### src/rtl/rsl_pkg.sv
// Run-slice line generator: shared types and constants.
// Payload words, command and status groups, line kinds and controller states.
// No dependencies.
package rsl_pkg;

   localparam int CoordBits = 12;
   localparam int LenBits   = CoordBits + 1;
   localparam int ErrBits   = CoordBits + 2;
   localparam int ColorBits = 8;

   typedef enum logic {
      CmdStart = 1'b0,
      CmdNext  = 1'b1
   } cmd_type;

   typedef enum logic [1:0] {
      KindXMajor = 2'd0,
      KindYMajor = 2'd1,
      KindHoriz  = 2'd2,
      KindVert   = 2'd3
   } line_kind_type;

   typedef enum logic [1:0] {
      StIdle   = 2'd0,
      StSetup  = 2'd1,
      StDivide = 2'd2
   } state_type;

   typedef struct packed {
      cmd_type                     cmd;
      logic signed [CoordBits-1:0] x_a;
      logic signed [CoordBits-1:0] y_a;
      logic signed [CoordBits-1:0] x_b;
      logic signed [CoordBits-1:0] y_b;
      logic [ColorBits-1:0]        color_luma;
      logic [ColorBits-1:0]        color_cb;
      logic [ColorBits-1:0]        color_cr;
   } req_type;

   typedef struct packed {
      logic signed [CoordBits-1:0] run_x;
      logic signed [CoordBits-1:0] run_y;
      logic [LenBits-1:0]          run_length;
      logic                        run_vertical;
      logic                        x_goes_left;
      logic [ColorBits-1:0]        out_luma;
      logic [ColorBits-1:0]        out_cb;
      logic [ColorBits-1:0]        out_cr;
      logic                        last_run;
      logic                        no_line_error;
   } rsp_type;

   typedef struct packed {
      logic load_start;
      logic do_next;
      logic do_setup;
      logic div_start;
      logic do_finish;
   } ctl_type;

   typedef struct packed {
      logic special;
      logic div_done;
   } stat_type;

endpackage

### src/rtl/run_slice_line_generator.sv
// Run-slice line generator, top level.
// Joins rsl_control and rsl_datapath; depends on rsl_pkg.
//
// A word is taken when start is high and busy is low. A next-run word gives
// its result in the next cycle on rsp_word and rsp_strobe; busy stays low, so
// next-run words may come every cycle. A start word raises busy: the endpoints
// are ordered as the word is taken, the setup state finds the deltas and the
// line kind, then, for lines that are neither horizontal nor vertical, a serial
// divider produces one quotient bit per cycle; the first run is registered in
// the setup state for a horizontal or vertical line, else when the divider is
// done. Results cannot stall: each is valid only while rsp_strobe is high.
module run_slice_line_generator (
   input  logic             clock,
   input  logic             reset,
   input  logic             start,
   input  rsl_pkg::req_type req_word,
   output logic             busy,
   output logic             rsp_strobe,
   output rsl_pkg::rsp_type rsp_word
);

   rsl_pkg::ctl_type  ctl;
   rsl_pkg::stat_type stat;

   rsl_control u_control (
      .clock   (clock),
      .reset   (reset),
      .start   (start),
      .req_cmd (req_word.cmd),
      .stat    (stat),
      .ctl     (ctl),
      .busy    (busy)
   );

   rsl_datapath u_datapath (
      .clock      (clock),
      .reset      (reset),
      .ctl        (ctl),
      .req        (req_word),
      .stat       (stat),
      .rsp        (rsp_word),
      .rsp_strobe (rsp_strobe)
   );

   a_next_answers: assert property (@(posedge clock) disable iff (reset)
      start && !busy && (req_word.cmd == rsl_pkg::CmdNext) |=> rsp_strobe)
      else $error("next-run word gave no result");

   a_start_busy: assert property (@(posedge clock) disable iff (reset)
      start && !busy && (req_word.cmd == rsl_pkg::CmdStart) |=> busy && !rsp_strobe)
      else $error("start word did not raise busy");

   a_done_answers: assert property (@(posedge clock) disable iff (reset)
      $fell(busy) |-> rsp_strobe)
      else $error("start finished without a result");

   a_error_clean: assert property (@(posedge clock) disable iff (reset)
      rsp_strobe && rsp_word.no_line_error |->
         (rsp_word.run_length == '0) && !rsp_word.last_run)
      else $error("error result carries run data");

endmodule

### src/rtl/rsl_divider.sv
// Run-slice line generator: serial restoring divider, one quotient bit per cycle.
// Computes major / minor and the remainder for the run setup.
// Depends on rsl_pkg.
module rsl_divider (
   input  logic                          clock,
   input  logic                          reset,
   input  logic                          start,
   input  logic [rsl_pkg::CoordBits-1:0] dividend,
   input  logic [rsl_pkg::CoordBits-1:0] divisor,
   output logic [rsl_pkg::CoordBits-1:0] quotient,
   output logic [rsl_pkg::CoordBits-1:0] remainder,
   output logic                          done
);

   localparam int W       = rsl_pkg::CoordBits;
   localparam int CntBits = $clog2(W + 1);

   logic            run_ff, run_in;
   logic            done_ff, done_in;
   logic [CntBits-1:0] cnt_ff, cnt_in;
   logic [W-1:0]    rem_ff, rem_in;
   logic [W-1:0]    quo_ff, quo_in;
   logic [W-1:0]    dvs_ff, dvs_in;

   logic [W:0]      shifted;
   logic [W:0]      diff;
   logic            fits;

   always_comb begin
      shifted = {rem_ff, quo_ff[W-1]};
      diff    = shifted - {1'b0, dvs_ff};
      fits    = shifted >= {1'b0, dvs_ff};
      run_in  = run_ff;
      done_in = 1'b0;
      cnt_in  = cnt_ff;
      rem_in  = rem_ff;
      quo_in  = quo_ff;
      dvs_in  = dvs_ff;
      if (start) begin
         run_in = 1'b1;
         cnt_in = '0;
         rem_in = '0;
         quo_in = dividend;
         dvs_in = divisor;
      end else if (run_ff) begin
         rem_in = fits ? diff[W-1:0] : shifted[W-1:0];
         quo_in = {quo_ff[W-2:0], fits};
         cnt_in = cnt_ff + CntBits'(1);
         if (cnt_ff == CntBits'(W - 1)) begin
            run_in  = 1'b0;
            done_in = 1'b1;
         end
      end
   end

   always_ff @(posedge clock) begin
      if (reset) begin
         run_ff  <= 1'b0;
         done_ff <= 1'b0;
         cnt_ff  <= '0;
      end else begin
         run_ff  <= run_in;
         done_ff <= done_in;
         cnt_ff  <= cnt_in;
      end
      rem_ff <= rem_in;
      quo_ff <= quo_in;
      dvs_ff <= dvs_in;
   end

   assign quotient  = quo_ff;
   assign remainder = rem_ff;
   assign done      = done_ff;

endmodule

### src/rtl/rsl_datapath.sv
// Run-slice line generator: datapath with line state, run stepping and result word.
// Holds endpoints, error term and position; instantiates rsl_divider.
// Depends on rsl_pkg and rsl_divider.
module rsl_datapath (
   input  logic              clock,
   input  logic              reset,
   input  rsl_pkg::ctl_type  ctl,
   input  rsl_pkg::req_type  req,
   output rsl_pkg::stat_type stat,
   output rsl_pkg::rsp_type  rsp,
   output logic              rsp_strobe
);

   localparam int C  = rsl_pkg::CoordBits;
   localparam int LB = rsl_pkg::LenBits;
   localparam int EB = rsl_pkg::ErrBits;
   localparam int CB = rsl_pkg::ColorBits;

   logic signed [C-1:0] xs_ff, xs_in, ys_ff, ys_in, xe_ff, xe_in, ye_ff, ye_in;
   logic [3*CB-1:0]     color_ff, color_in;
   logic                active_ff, active_in;
   rsl_pkg::line_kind_type kind_ff, kind_in;
   logic [C-1:0]        pos_x_ff, pos_x_in, pos_y_ff, pos_y_in;
   logic                left_ff, left_in;
   logic [C-1:0]        minor_ff, minor_in;
   logic [C-1:0]        whole_ff, whole_in;
   logic [C:0]          adj_up_ff, adj_up_in, adj_dn_ff, adj_dn_in;
   logic signed [EB-1:0] err_ff, err_in;
   logic [C-1:0]        runs_left_ff, runs_left_in;
   logic [C-1:0]        final_ff, final_in;
   rsl_pkg::rsp_type    rsp_ff, rsp_in;
   logic                strobe_ff, strobe_in;

   logic signed [C:0]   dx;
   logic [C:0]          dx_mag;
   logic                dx_neg;
   logic [C-1:0]        adx;
   logic [C:0]          dy_wide;
   logic [C-1:0]        dy;
   logic                x_major;
   logic [C-1:0]        major;
   logic [C-1:0]        minor;

   logic [C-1:0]        quo;
   logic [C-1:0]        rem;
   logic                div_done;

   logic signed [EB-1:0] err_sum;
   logic                err_pos;
   logic [LB-1:0]       next_len;
   logic [C-1:0]        half_plus;
   logic [LB-1:0]       init_len;
   logic signed [EB-1:0] odd_add;
   logic signed [EB-1:0] err0;

   logic                emit;
   logic                emit_last;
   logic [LB-1:0]       emit_len;
   logic [C-1:0]        step;

   rsl_divider u_divider (
      .clock     (clock),
      .reset     (reset),
      .start     (ctl.div_start),
      .dividend  (major),
      .divisor   (minor),
      .quotient  (quo),
      .remainder (rem),
      .done      (div_done)
   );

   always_comb begin
      dx      = {xe_ff[C-1], xe_ff} - {xs_ff[C-1], xs_ff};
      dx_neg  = dx[C];
      dx_mag  = dx_neg ? ((C+1)'(0) - dx) : dx;
      adx     = dx_mag[C-1:0];
      dy_wide = {ye_ff[C-1], ye_ff} - {ys_ff[C-1], ys_ff};
      dy      = dy_wide[C-1:0];
      x_major = adx >= dy;
      major   = x_major ? adx : dy;
      minor   = x_major ? dy : adx;
      stat.special  = (adx == '0) || (dy == '0);
      stat.div_done = div_done;

      err_sum  = err_ff + $signed({1'b0, adj_up_ff});
      err_pos  = !err_sum[EB-1] && (err_sum != '0);
      next_len = {1'b0, whole_ff} + LB'(err_pos);

      half_plus = {1'b0, quo[C-1:1]} + C'(1);
      init_len  = ((rem == '0) && !quo[0]) ? {2'b00, quo[C-1:1]} : {1'b0, half_plus};
      odd_add   = quo[0] ? $signed({2'b00, minor_ff}) : $signed(EB'(0));
      err0      = $signed({2'b00, rem}) - $signed({1'b0, minor_ff, 1'b0}) + odd_add;

      emit      = 1'b0;
      emit_last = 1'b0;
      emit_len  = init_len;
      if (ctl.do_finish) begin
         emit = 1'b1;
      end else if (ctl.do_next && active_ff) begin
         emit = 1'b1;
         if (runs_left_ff != '0) begin
            emit_len = next_len;
         end else begin
            emit_len  = {1'b0, final_ff};
            emit_last = 1'b1;
         end
      end
      step = emit_len[C-1:0];

      xs_in        = xs_ff;
      ys_in        = ys_ff;
      xe_in        = xe_ff;
      ye_in        = ye_ff;
      color_in     = color_ff;
      active_in    = active_ff;
      kind_in      = kind_ff;
      pos_x_in     = pos_x_ff;
      pos_y_in     = pos_y_ff;
      left_in      = left_ff;
      minor_in     = minor_ff;
      whole_in     = whole_ff;
      adj_up_in    = adj_up_ff;
      adj_dn_in    = adj_dn_ff;
      err_in       = err_ff;
      runs_left_in = runs_left_ff;
      final_in     = final_ff;
      rsp_in       = rsp_ff;
      strobe_in    = 1'b0;

      if (ctl.load_start) begin
         color_in = {req.color_luma, req.color_cb, req.color_cr};
         if (req.y_a > req.y_b) begin
            xs_in = req.x_b;
            ys_in = req.y_b;
            xe_in = req.x_a;
            ye_in = req.y_a;
         end else begin
            xs_in = req.x_a;
            ys_in = req.y_a;
            xe_in = req.x_b;
            ye_in = req.y_b;
         end
      end

      if (ctl.do_setup) begin
         active_in = 1'b0;
         pos_x_in  = xs_ff;
         pos_y_in  = ys_ff;
         minor_in  = minor;
         left_in   = (adx == '0) ? 1'b0 : dx_neg;
         rsp_in.run_x         = xs_ff;
         rsp_in.run_y         = ys_ff;
         rsp_in.out_luma      = color_ff[3*CB-1:2*CB];
         rsp_in.out_cb        = color_ff[2*CB-1:CB];
         rsp_in.out_cr        = color_ff[CB-1:0];
         rsp_in.last_run      = 1'b1;
         rsp_in.no_line_error = 1'b0;
         if (adx == '0) begin
            kind_in              = rsl_pkg::KindVert;
            rsp_in.run_length    = {1'b0, dy} + LB'(1);
            rsp_in.run_vertical  = 1'b1;
            rsp_in.x_goes_left   = 1'b0;
            strobe_in            = 1'b1;
         end else if (dy == '0) begin
            kind_in              = rsl_pkg::KindHoriz;
            rsp_in.run_length    = {1'b0, adx} + LB'(1);
            rsp_in.run_vertical  = 1'b0;
            rsp_in.x_goes_left   = dx_neg;
            strobe_in            = 1'b1;
         end else begin
            kind_in = x_major ? rsl_pkg::KindXMajor : rsl_pkg::KindYMajor;
         end
      end

      if (ctl.do_finish) begin
         active_in    = 1'b1;
         whole_in     = quo;
         adj_up_in    = {rem, 1'b0};
         adj_dn_in    = {minor_ff, 1'b0};
         err_in       = err0;
         final_in     = half_plus;
         runs_left_in = minor_ff - C'(1);
      end

      if (ctl.do_next && !active_ff) begin
         rsp_in               = '0;
         rsp_in.no_line_error = 1'b1;
         strobe_in            = 1'b1;
      end

      if (ctl.do_next && active_ff) begin
         if (runs_left_ff != '0) begin
            runs_left_in = runs_left_ff - C'(1);
            err_in       = err_pos ? (err_sum - $signed({1'b0, adj_dn_ff})) : err_sum;
         end else begin
            active_in = 1'b0;
         end
      end

      if (emit) begin
         rsp_in.run_x         = pos_x_ff;
         rsp_in.run_y         = pos_y_ff;
         rsp_in.run_length    = emit_len;
         rsp_in.run_vertical  = (kind_ff == rsl_pkg::KindYMajor);
         rsp_in.x_goes_left   = left_ff;
         rsp_in.out_luma      = color_ff[3*CB-1:2*CB];
         rsp_in.out_cb        = color_ff[2*CB-1:CB];
         rsp_in.out_cr        = color_ff[CB-1:0];
         rsp_in.last_run      = emit_last;
         rsp_in.no_line_error = 1'b0;
         strobe_in            = 1'b1;
         if (kind_ff == rsl_pkg::KindXMajor) begin
            pos_x_in = left_ff ? (pos_x_ff - step) : (pos_x_ff + step);
            pos_y_in = pos_y_ff + C'(1);
         end else begin
            pos_y_in = pos_y_ff + step;
            pos_x_in = left_ff ? (pos_x_ff - C'(1)) : (pos_x_ff + C'(1));
         end
      end
   end

   always_ff @(posedge clock) begin
      if (reset) begin
         active_ff <= 1'b0;
         strobe_ff <= 1'b0;
      end else begin
         active_ff <= active_in;
         strobe_ff <= strobe_in;
      end
      xs_ff        <= xs_in;
      ys_ff        <= ys_in;
      xe_ff        <= xe_in;
      ye_ff        <= ye_in;
      color_ff     <= color_in;
      kind_ff      <= kind_in;
      pos_x_ff     <= pos_x_in;
      pos_y_ff     <= pos_y_in;
      left_ff      <= left_in;
      minor_ff     <= minor_in;
      whole_ff     <= whole_in;
      adj_up_ff    <= adj_up_in;
      adj_dn_ff    <= adj_dn_in;
      err_ff       <= err_in;
      runs_left_ff <= runs_left_in;
      final_ff     <= final_in;
      rsp_ff       <= rsp_in;
   end

   assign rsp        = rsp_ff;
   assign rsp_strobe = strobe_ff;

endmodule

### src/rtl/rsl_control.sv
// Run-slice line generator: controller state machine.
// Sequences start setup and the divide; issues commands to rsl_datapath.
// Depends on rsl_pkg.
module rsl_control (
   input  logic              clock,
   input  logic              reset,
   input  logic              start,
   input  rsl_pkg::cmd_type  req_cmd,
   input  rsl_pkg::stat_type stat,
   output rsl_pkg::ctl_type  ctl,
   output logic              busy
);

   rsl_pkg::state_type state_ff, state_in;

   always_ff @(posedge clock) begin
      if (reset) begin
         state_ff <= rsl_pkg::StIdle;
      end else begin
         state_ff <= state_in;
      end
   end

   always_comb begin
      state_in = state_ff;
      ctl      = '0;
      busy     = (state_ff != rsl_pkg::StIdle);
      case (state_ff)
         rsl_pkg::StIdle: begin
            if (start) begin
               if (req_cmd == rsl_pkg::CmdStart) begin
                  ctl.load_start = 1'b1;
                  state_in       = rsl_pkg::StSetup;
               end else begin
                  ctl.do_next = 1'b1;
               end
            end
         end
         rsl_pkg::StSetup: begin
            ctl.do_setup = 1'b1;
            if (stat.special) begin
               state_in = rsl_pkg::StIdle;
            end else begin
               ctl.div_start = 1'b1;
               state_in      = rsl_pkg::StDivide;
            end
         end
         rsl_pkg::StDivide: begin
            if (stat.div_done) begin
               ctl.do_finish = 1'b1;
               state_in      = rsl_pkg::StIdle;
            end
         end
         default: begin
            state_in = rsl_pkg::StIdle;
         end
      endcase
   end

endmodule
### config.mk
export PLATFORM = sky130hd
export DESIGN_NAME = run_slice_line_generator
export DESIGN_NICKNAME = d
export VERILOG_FILES = /design/src/rtl/rsl_pkg.sv /design/src/rtl/run_slice_line_generator.sv /design/src/rtl/rsl_divider.sv /design/src/rtl/rsl_datapath.sv /design/src/rtl/rsl_control.sv
export SDC_FILE = /design/constraint.sdc
export NUM_CORES = 1
export LEC_CHECK = 0
export ABC_CLOCK_PERIOD_IN_PS = 8400
export BUFFER_PORTS_ARGS = -buffer_cell sky130_fd_sc_hd__clkbuf_2
export CAP_MARGIN = 20
export CORE_MARGIN = 1.5
export CORE_UTILIZATION = 53
export DETAILED_ROUTE_END_ITERATION = 10
export GPL_ROUTABILITY_DRIVEN = 0
export PLACE_DENSITY_LB_ADDON = 0.2
export SLEW_MARGIN = 10
export SYNTH_ARGS = -nofsm -noshare
export SYNTH_HDL_FRONTEND = slang
export SYNTH_HIERARCHICAL = 1
export SYNTH_SLANG_ARGS = --single-unit
### constraint.sdc
create_clock -name clock -period 8.4 [get_ports clock]
set_input_delay 0.84 -clock clock [delete_from_list [all_inputs] [get_ports clock]]
set_output_delay 0.84 -clock clock [all_outputs]
set_load 0.05 [all_outputs]
* Yosys cells after proc, flatten, opt, wreduce, memory -nomap -nowiden
Index checks and enable logic that the tools add are counted.
** Storage, ports and cells
- Latch bits :: 0
- Logic and storage cells :: 162
- Output and inout port bits :: 67
- Bits in read-only memories :: 0
- Bits in writable memories :: 0
- Register bits :: 296
- Memories kept :: 0
- Input bits :: 76
** Operators by class
- Mux-type cells :: 68
- Divide/modulo/power cells :: 0
- Eq/ne operators :: 7
- $add $sub $neg :: 21
- Bitwise operators :: 1
- Reduce and logical (&&, ||, !) cells :: 26
- Shift operators :: 0
- $lt $le $gt $ge :: 3
- Multiply operators :: 0
** Operators by type and width (count)
- two-way mux 12 bit :: 23
- two-way mux 65 bit :: 3
- two-way mux 14 bit :: 4
- two-way mux 13 bit :: 3
- logical NOT 12 bit :: 3
- subtractor 12 x 1 -> 12 bit (second input constant) :: 3
- subtractor 12 bit :: 3
- two-way mux 15 bit :: 2
- adder 14 bit :: 2
- adder 12 x 1 -> 13 bit (second input constant) :: 2
- two-way mux 1 bit :: 25
- adder 12 x 1 -> 12 bit (second input constant) :: 2
- adder 12 bit :: 2
- two-way mux 2 bit :: 7
- nonzero test 14 bit :: 1
- subtractor 12 x 13 -> 14 bit :: 1
- subtractor 14 bit :: 1
- adder 12 x 1 -> 13 bit :: 1
- >= comparator 13 x 12 -> 1 bit :: 1
- subtractor 12 x 12 -> 13 bit :: 1
- adder 11 x 1 -> 12 bit (second input constant) :: 1
- >= comparator 12 bit :: 1
- greater-than comparator 12 bit :: 1
- nonzero test 12 bit :: 1
- other kinds (20) :: 32

* Logic depth before layout (Yosys ltp)
Gate-level depths: netlist of run 1.
- Depth after elaboration :: 11
- Gate-level depth with buffers :: 34
- Depth with buffers taken out :: 33

* Cells and area by module
The synthesis of run 1 kept the hierarchy.
** Modules (own cells, without submodules)
- rsl_datapath :: cells each 1614, area an instance 16321.9 µm², times used 1, seq. area each 7287.0 µm²
- rsl_divider :: cells each 226, area an instance 2338.5 µm², times used 1, seq. area each 1081.0 µm²
- rsl_control :: cells each 13, area an instance 133.9 µm², times used 1, seq. area each 40.0 µm²

* Worst setup path after synthesis of run 1
No wires, ideal clock.
- Path kind :: register to register
- From :: reg u_datapath.adj_up_ff[1]
- To :: reg u_datapath.pos_x_ff[11], data pin
- Setup slack :: 1.560 ns
- Buffers on the path :: 1
- Data required time :: 8.130 ns
- Cell stages (with the launch flop) :: 33
- Setup time :: 0.270 ns
- Arrival time :: 6.570 ns
- Clock period less this slack :: 6.840 ns
- Path through :: edfxtp_1 -> ha_1 -> fa_1 -> a21o_1 -> a21oi_1 -> o21bai_1 -> a21oi_1 -> o21bai_1 -> a21oi_1 -> xnor2_1 -> or4_1 -> or3_1 -> clkbuf_1 -> nand2_1 -> inv_2 -> ha_1 -> a22o_1 -> a22oi_1 -> ha_1 -> o31ai_1 -> ha_1 -> nor2b_1 -> o21ai_0 -> a21boi_0 -> o21ai_0 -> a21boi_0 -> o21ai_0 -> a21boi_0 -> o21ai_0 -> nand2b_1 -> a31oi_1 -> xnor2_1 -> a21oi_1
** On the way
- Cells in the longest elaborated chain, start to end :: 11
- Elaborated cells between the ends (all ways) :: 13
- Those cells by class :: add/sub: 4; mux: 6; reduce/logical: 3
** Ends and longest elaborated chain
- from (decl) :: RTL line rsl_datapath.sv:27 : logic [C:0] adj_up_ff, adj_up_in, adj_dn_ff, adj_dn_in;
- from (signal assigned) :: RTL line rsl_datapath.sv:241 : adj_up_ff <= adj_up_in;
- adder 14 bit * :: RTL line rsl_datapath.sv:85 : err_sum = err_ff + $signed({1'b0, adj_up_ff});
- nonzero test 14 bit / logical NOT 1 bit (equally long branches) :: RTL line rsl_datapath.sv:86 : err_pos = !err_sum[EB-1] && (err_sum != '0);
- logical AND 1 bit * :: RTL line rsl_datapath.sv:86
- adder 12 x 1 -> 13 bit * :: RTL line rsl_datapath.sv:87 : next_len = {1'b0, whole_ff} + LB'(err_pos);
- two-way mux 13 bit * :: RTL line rsl_datapath.sv:101 : if (runs_left_ff != '0) begin
- two-way mux 13 bit * :: RTL line rsl_datapath.sv:99 : end else if (ctl.do_next && active_ff) begin
- two-way mux 13 bit * :: RTL line rsl_datapath.sv:97 : if (ctl.do_finish) begin
- adder 12 bit / subtractor 12 bit (equally long branches) :: RTL line rsl_datapath.sv:213 : pos_x_in = left_ff ? (pos_x_ff - step) : (pos_x_ff + step);
- two-way mux 12 bit * :: RTL line rsl_datapath.sv:213
- two-way mux 12 bit * :: RTL line rsl_datapath.sv:212 : if (kind_ff == rsl_pkg::KindXMajor) begin
- two-way mux 12 bit * :: RTL line rsl_datapath.sv:200 : if (emit) begin
- net u_datapath.pos_x_in[11] :: RTL line rsl_datapath.sv:23 : logic [C-1:0] pos_x_ff, pos_x_in, pos_y_ff, pos_y_in;
- to (signal assigned) :: RTL line rsl_datapath.sv:236 : pos_x_ff <= pos_x_in;
- to (decl) :: RTL line rsl_datapath.sv:23
The timed path passes the listed nets; every way through them passes the cells marked *.
A chain may end at the register's enable or synchronous reset.

* Worst setup path after layout of run 1
Ends and elaborated chain as after synthesis.

==> reports/summary.txt, run 1 <==
Die Y: 191.3 um
Hold Crit Class: reg -> reg
Tot GR Track Use: 24.89%
Filler cells: 2910
Setup CP Type: reg -> reg
max_cap viols: 0
synth warn: 6
Syn Area/Cell: 10.14 um^2
CP Max Fanout: 9
Remaining DRCs: 0
CTS buffer count: 34
Crit-path slowest cell: or4_1
Layout Cell Area excl Fill: 0.02107 mm^2
number of inserted diodes: 0
crit start category: register
port bufs: 142
io pins: 143
multi-input logic area: 0.009530 mm^2
initial core utilization: 54.14%
Peak Freq: 127.1 MHz
worst-margin pin slew: 1111 ps
power share of the sequential group: 37.6%
Leak: 8.592 nW
top cell type by total area after synthesis: edfxtp_1
setup TNS: 0 ps
Slew headroom: 25.58%
DR vias: 14300
TritonRoute pass-1 iters: 5
Async S/R FF share, synth: 0%
Final Worst Setup Slack: 533.4 ps
Final Hold Fails: 0
Synth top area share: 39.62%
slowest stage delay, CP: 530 ps
Net Sw Power: 1.713 mW
register area share after synthesis: 44.74%
Root Buffer: clkbuf_16
Core ar.: 0.03471 mm^2
fin util: 60.70%
routed vias/inst: 5.815
total internal power: 3.210 mW
Seq cells post-synth: 296
Switching Fraction: 34.80%
Critical Path AT: 8130 ps
layout cells sized above 1: 16.07%
hold buffers post-CTS: 0
CTS tree: built
Slew Viols, Final: 0
GRT overflow: 0
DR WL/cell: 18.43 um
PwrDens: 233.7 mW/mm^2
Die Wd: 191.3 um
Yosys cell types: 96
# H-tree levels: 2
most instantiated cells after synthesis: edfxtp_1, inv_1, nand2_1
clk slew on worst S/H paths: 60 ps
DP Area: 0.01994 mm^2
Worst path most repeated cell: ha_1
top-count cell post-synth: edfxtp_1
largest net degree at the start of global routing: 68
Setup Fix Bufs, Post-CTS: 0
antenna-violating nets left: 0
Post-Synthesis Cells: 1853
largest cells by area after synthesis: edfxtp_1, ha_1, dfxtp_1
die area: 0.03660 mm^2
maximum VDD drop: 137.6 uV
synthesized cell area: 0.01879 mm^2
Net Count, Synth: 2074
total wire length: 45320 um
global-route wire length before repair: 71740 um
Min Clock Period, post-route: 7867 ps
Clock Path Buffers: 3
CP Capture Type: register
clock latency at the later pin of the worst-skew pair: 540 ps
nets: 2200
Site Rows: 68
Clock power frac: 29.7%
EDFF count, synth: 248
CTS resizes: 0
top_reg_cell synth: edfxtp_1
CP required: 8670 ps
Seq. cell area: 0.008408 mm^2
synth-to-layout area growth: 12.11%
Combinational Power Share: 32.7%
drt initial violations: 924
final setup vio count: 0
dpl hpwl: 33300 um
status: completed
Place WS: 694.5 ps
RSZ-0062 raised after global routing: no
Worst Clk Skew: 22.22 ps
antenna violations before repair: 0
vias in the first global route: 13810
Tcrit/Tclk final: 93.65%
clock sink total: 296
==> registers in the layout, indices dropped and copies added, names as in the netlist, 12 cells and up <==
register,cells
u_datapath/adj_dn_ff,12
u_datapath/adj_up_ff,12
u_datapath/color_ff,24
u_datapath/err_ff,14
u_datapath/final_ff,12
u_datapath/minor_ff,12
u_datapath/pos_x_ff,12
u_datapath/pos_y_ff,12
u_datapath/rsp,65
u_datapath/runs_left_ff,12
u_datapath/u_divider/dvs_ff,12
u_datapath/u_divider/quotient,12
u_datapath/u_divider/remainder,12
u_datapath/whole_ff,12
u_datapath/xe_ff,12
u_datapath/xs_ff,12
u_datapath/ye_ff,12
u_datapath/ys_ff,12
==> per-layer routing <==
layer	vias up	routed length, um	part of all wire (%)	global-route usage [%]
li1	6937	-	-	-
met1	6821	19900	44	32.91
met2	435	21280	47	41.07
met3	107	2394	5.3	3.415
met4	0	1745	3.9	10.46
met5	-	0	0	0
==> cell type report <==
class / count / share of cell area (%)
Multi-Input combinational cell: 1324 / 45.23
Timing Repair Buffer: 157 / 3.943
Clock inverter: 22 / 1.134
Sequential cell: 296 / 39.90
Inverter: 166 / 2.957
Tap cell: 455 / 2.702
Clock buffer: 39 / 4.127
==> through the flow <==
stage                     total power [mW]  std cells  hold slack [ps]
after global placement               3.425       2397            447.5
final                                4.923       2459            466.0
after CTS                            4.936       2458            458.9
after floorplan                      3.077       1853            428.9
after detailed placement             3.459       2397            450.0
after global routing                 5.195       2459            458.7
==> logic make-up after synthesis <==
kind of cell,share of synthesized area (%)
AOI/OAI and AO/OA,15.28
xor gates and xnor gates,6.078
adders and majority gates,10.37
buffers and inverters,4.926
DFF,44.74
muxes,4.554
and+or+nand+nor,14.05
==> worst paths after layout <==
check,slack [ps],to,start,cells after the start
hold reg to reg,470,u_datapath/runs_left_ff[0],u_datapath/runs_left_ff[0],1
setup reg to reg,530,u_datapath/pos_x_ff[11],u_datapath/adj_up_ff[1],32
hold / removal,470,u_datapath/runs_left_ff[0],u_datapath/runs_left_ff[0],1
setup / recovery,530,u_datapath/pos_x_ff[11],u_datapath/adj_up_ff[1],32
==> layout by cell type, fill, tap and decap left out, types with 46 or more instances in the layout <==
cell        n
o21ai_0   106
a21oi_1   117
xor2_1     46
dfxtp_1    48
inv_1     164
clkbuf_2  142
nor2_1    135
xnor2_1    80
mux2_2     60
edfxtp_1  248
ha_1      127
nand2_1   158
==> power by group through the flow <==
stage / registers [mW] / clock network (mW) / logic [mW]
2_1_floorplan: 1.92 / 0 / 1.16
3_3_place_gp: 1.88 / 0 / 1.54
3_5_place_dp: 1.88 / 0 / 1.58
4_1_cts: 1.85 / 1.49 / 1.59
5_1_grt: 1.86 / 1.55 / 1.78
6_report: 1.85 / 1.46 / 1.61
==> worst max-delay path, delay by kind of cell, from the launching register on <==
kind | cells | cell delay, ps
xor+xnor | 2 | 270
flops | 1 | 370
simple gates | 5 | 1470
compound gates | 18 | 3540
fa+ha+maj | 6 | 1760
buf+inv | 1 | 180
(Power assumes the default switching activity.)
==> inputs of run 2 (changes only) <==
--- a/config.mk
+++ b/config.mk
@@ -5,7 +5,7 @@
 export SDC_FILE = /design/constraint.sdc
 export NUM_CORES = 1
 export LEC_CHECK = 0
-export ABC_CLOCK_PERIOD_IN_PS = 8400
+export ABC_CLOCK_PERIOD_IN_PS = 7270
 export BUFFER_PORTS_ARGS = -buffer_cell sky130_fd_sc_hd__clkbuf_2
 export CAP_MARGIN = 20
 export CORE_MARGIN = 1.5
==> constraint.sdc (replaced) <==
create_clock -name clock -period 7.27 [get_ports clock]
set_input_delay 0.727 -clock clock [delete_from_list [all_inputs] [get_ports clock]]
set_output_delay 0.727 -clock clock [all_outputs]
set_load 0.005 [all_outputs]
==> reports/summary.txt, run 2 (synthesis gave the netlist of run 1 again) <==
status: completed
antenna-violating nets left: 0
antenna violations before repair: 0
Reg-to-Reg Start: u_datapath/adj_up_ff[1]
Clock Path Buffers: 3
Final Worst Setup Slack: 363.0 ps
Min Clock Period, post-route: 6907 ps
clk slew on worst S/H paths: 60 ps
Hold Path Origin: req_word[9]
Largest delay share family, worst path: compound AO/OA/AOI/OAI gates
GRT overflow: 0
Slew Viols, Final: 0
number of inserted diodes: 0
Slew headroom: 29.89%
DR vias: 14280
TritonRoute pass-1 iters: 5
Hold Crit Class: in -> reg
Switching Fraction: 33.58%
Combinational Power Share: 31.9%
Setup CP Type: reg -> reg
vias in the first global route: 13850
drt initial violations: 1001
CTS tree: built
layout cells sized above 1: 16.74%
Clock power frac: 29.7%
Worst Clk Skew: 18.90 ps
commonest non-fill, non-tap cell in the layout: edfxtp_1
hold buffers post-CTS: 0
Worst path most repeated cell: ha_1
worst path bufs/invs: 1
most frequent cells in the layout: edfxtp_1, inv_1, nand2_1
dpl hpwl: 34110 um
CTS resizes: 0
setup TNS: 0 ps
Leak: 8.656 nW
io pins: 143
worst-margin pin slew: 1048 ps
Tcrit/Tclk final: 95.01%
maximum VDD drop: 170.8 uV
Setup Fix Bufs, Post-CTS: 0
max_cap viols: 0
Site Rows: 68
Net Sw Power: 1.873 mW
Root Buffer: clkbuf_16
synth-to-layout area growth: 12.66%
die area: 0.03660 mm^2
CTS buffer count: 34
port bufs: 142
crit start category: register
final setup vio count: 0
clock sink total: 296
PwrDens: 263.5 mW/mm^2
Crit-path slowest cell: or4_1
Place WS: 77.00 ps
CP Capture Type: register
reg2reg end: u_datapath/pos_x_ff[11]
total wire length: 45710 um
nets: 2215
worst hold slack: 368.8 ps
Peak Freq: 144.8 MHz
R2R setup slack: 360 ps
routed vias/inst: 5.772
CP required: 7510 ps
largest net degree at the start of global routing: 73
Tot GR Track Use: 25.12%
slowest stage delay, CP: 540 ps
Die Y: 191.3 um
Core ar.: 0.03471 mm^2
max FFs per register: 65
# H-tree levels: 2
Remaining DRCs: 0
initial core utilization: 54.14%
DR WL/cell: 18.48 um
worst hold stages: 1
CP Max Fanout: 3
Final Hold Fails: 0
global-route wire length before repair: 72440 um
Critical Path AT: 7150 ps
clock latency at the later pin of the worst-skew pair: 530 ps
cells on worst reg2reg path: 31
total internal power: 3.705 mW
Hold Crit Endpoint: u_datapath/color_ff[9]
power share of the sequential group: 38.4%
Die Wd: 191.3 um
## run 2: cell count changes in the layout (fill, tap and decap cells not counted), moves of 2 or more
cell / delta
a21oi_2: +3
clkinv_1: +3
buf_4: +14
a21boi_0: -2
clkinv_2: -2
a21boi_1: +2
o21ai_1: +4
a21oi_1: -3
o21ai_0: -4
## run 2: metal layers
metal	GRT usage [%]	part of all wire [%]	routed length, um	vias to the layer above
li1	-	-	-	6954
met4	9.706	3.5	1585	0
met5	0	0	0	-
met1	32.49	43	19780	6777
met2	42.66	48	21900	457
met3	3.488	5.4	2448	93
## run 2: cell type report
cell class | instances | area [um^2]
Multi-Input combinational cell | 1324 | 9543
Timing Repair Buffer | 172 | 950.9
Clock inverter | 20 | 171.4
Clock buffer | 41 | 908.4
Fill cell | 2888 | 13540
Tap cell | 455 | 569.3
Inverter | 166 | 623.1
Sequential cell | 296 | 8408
## run 2: worst max-delay path by stage
stage	to	slack (ps)	cells after the start	start
4_1_cts	u_datapath/pos_x_ff[11]	20	32	u_datapath/adj_up_ff[1]
2_1_floorplan	u_datapath/pos_x_ff[11]	430	32	u_datapath/adj_up_ff[1]
3_5_place_dp	u_datapath/pos_x_ff[11]	80	32	u_datapath/adj_up_ff[1]
3_3_place_gp	u_datapath/pos_x_ff[11]	210	32	u_datapath/adj_up_ff[1]
6_report	u_datapath/pos_x_ff[11]	360	31	u_datapath/adj_up_ff[1]
5_1_grt	u_datapath/pos_x_ff[11]	-40	33	u_datapath/adj_up_ff[1]
## run 2: metrics by stage
step           utilization [%]  area, um^2  cells  power, mW
6_report                 61.00       21170   2474      5.578
5_1_grt                  61.00       21170   2474      5.901
4_1_cts                  60.86       21130   2472      5.594
3_5_place_dp             57.75       20050   2411      3.917
3_3_place_gp             57.75       20050   2411      3.868
2_1_floorplan                -       18790   1853      3.456
## run 2: power by group through the flow
stage          Combinational (mW)  Clock [mW]  Sequential [mW]
2_1_floorplan                1.33           0             2.12
4_1_cts                      1.76        1.70             2.14
3_3_place_gp                 1.69           0             2.17
6_report                     1.78        1.66             2.14
3_5_place_dp                 1.74           0             2.18
5_1_grt                      1.99        1.76             2.15
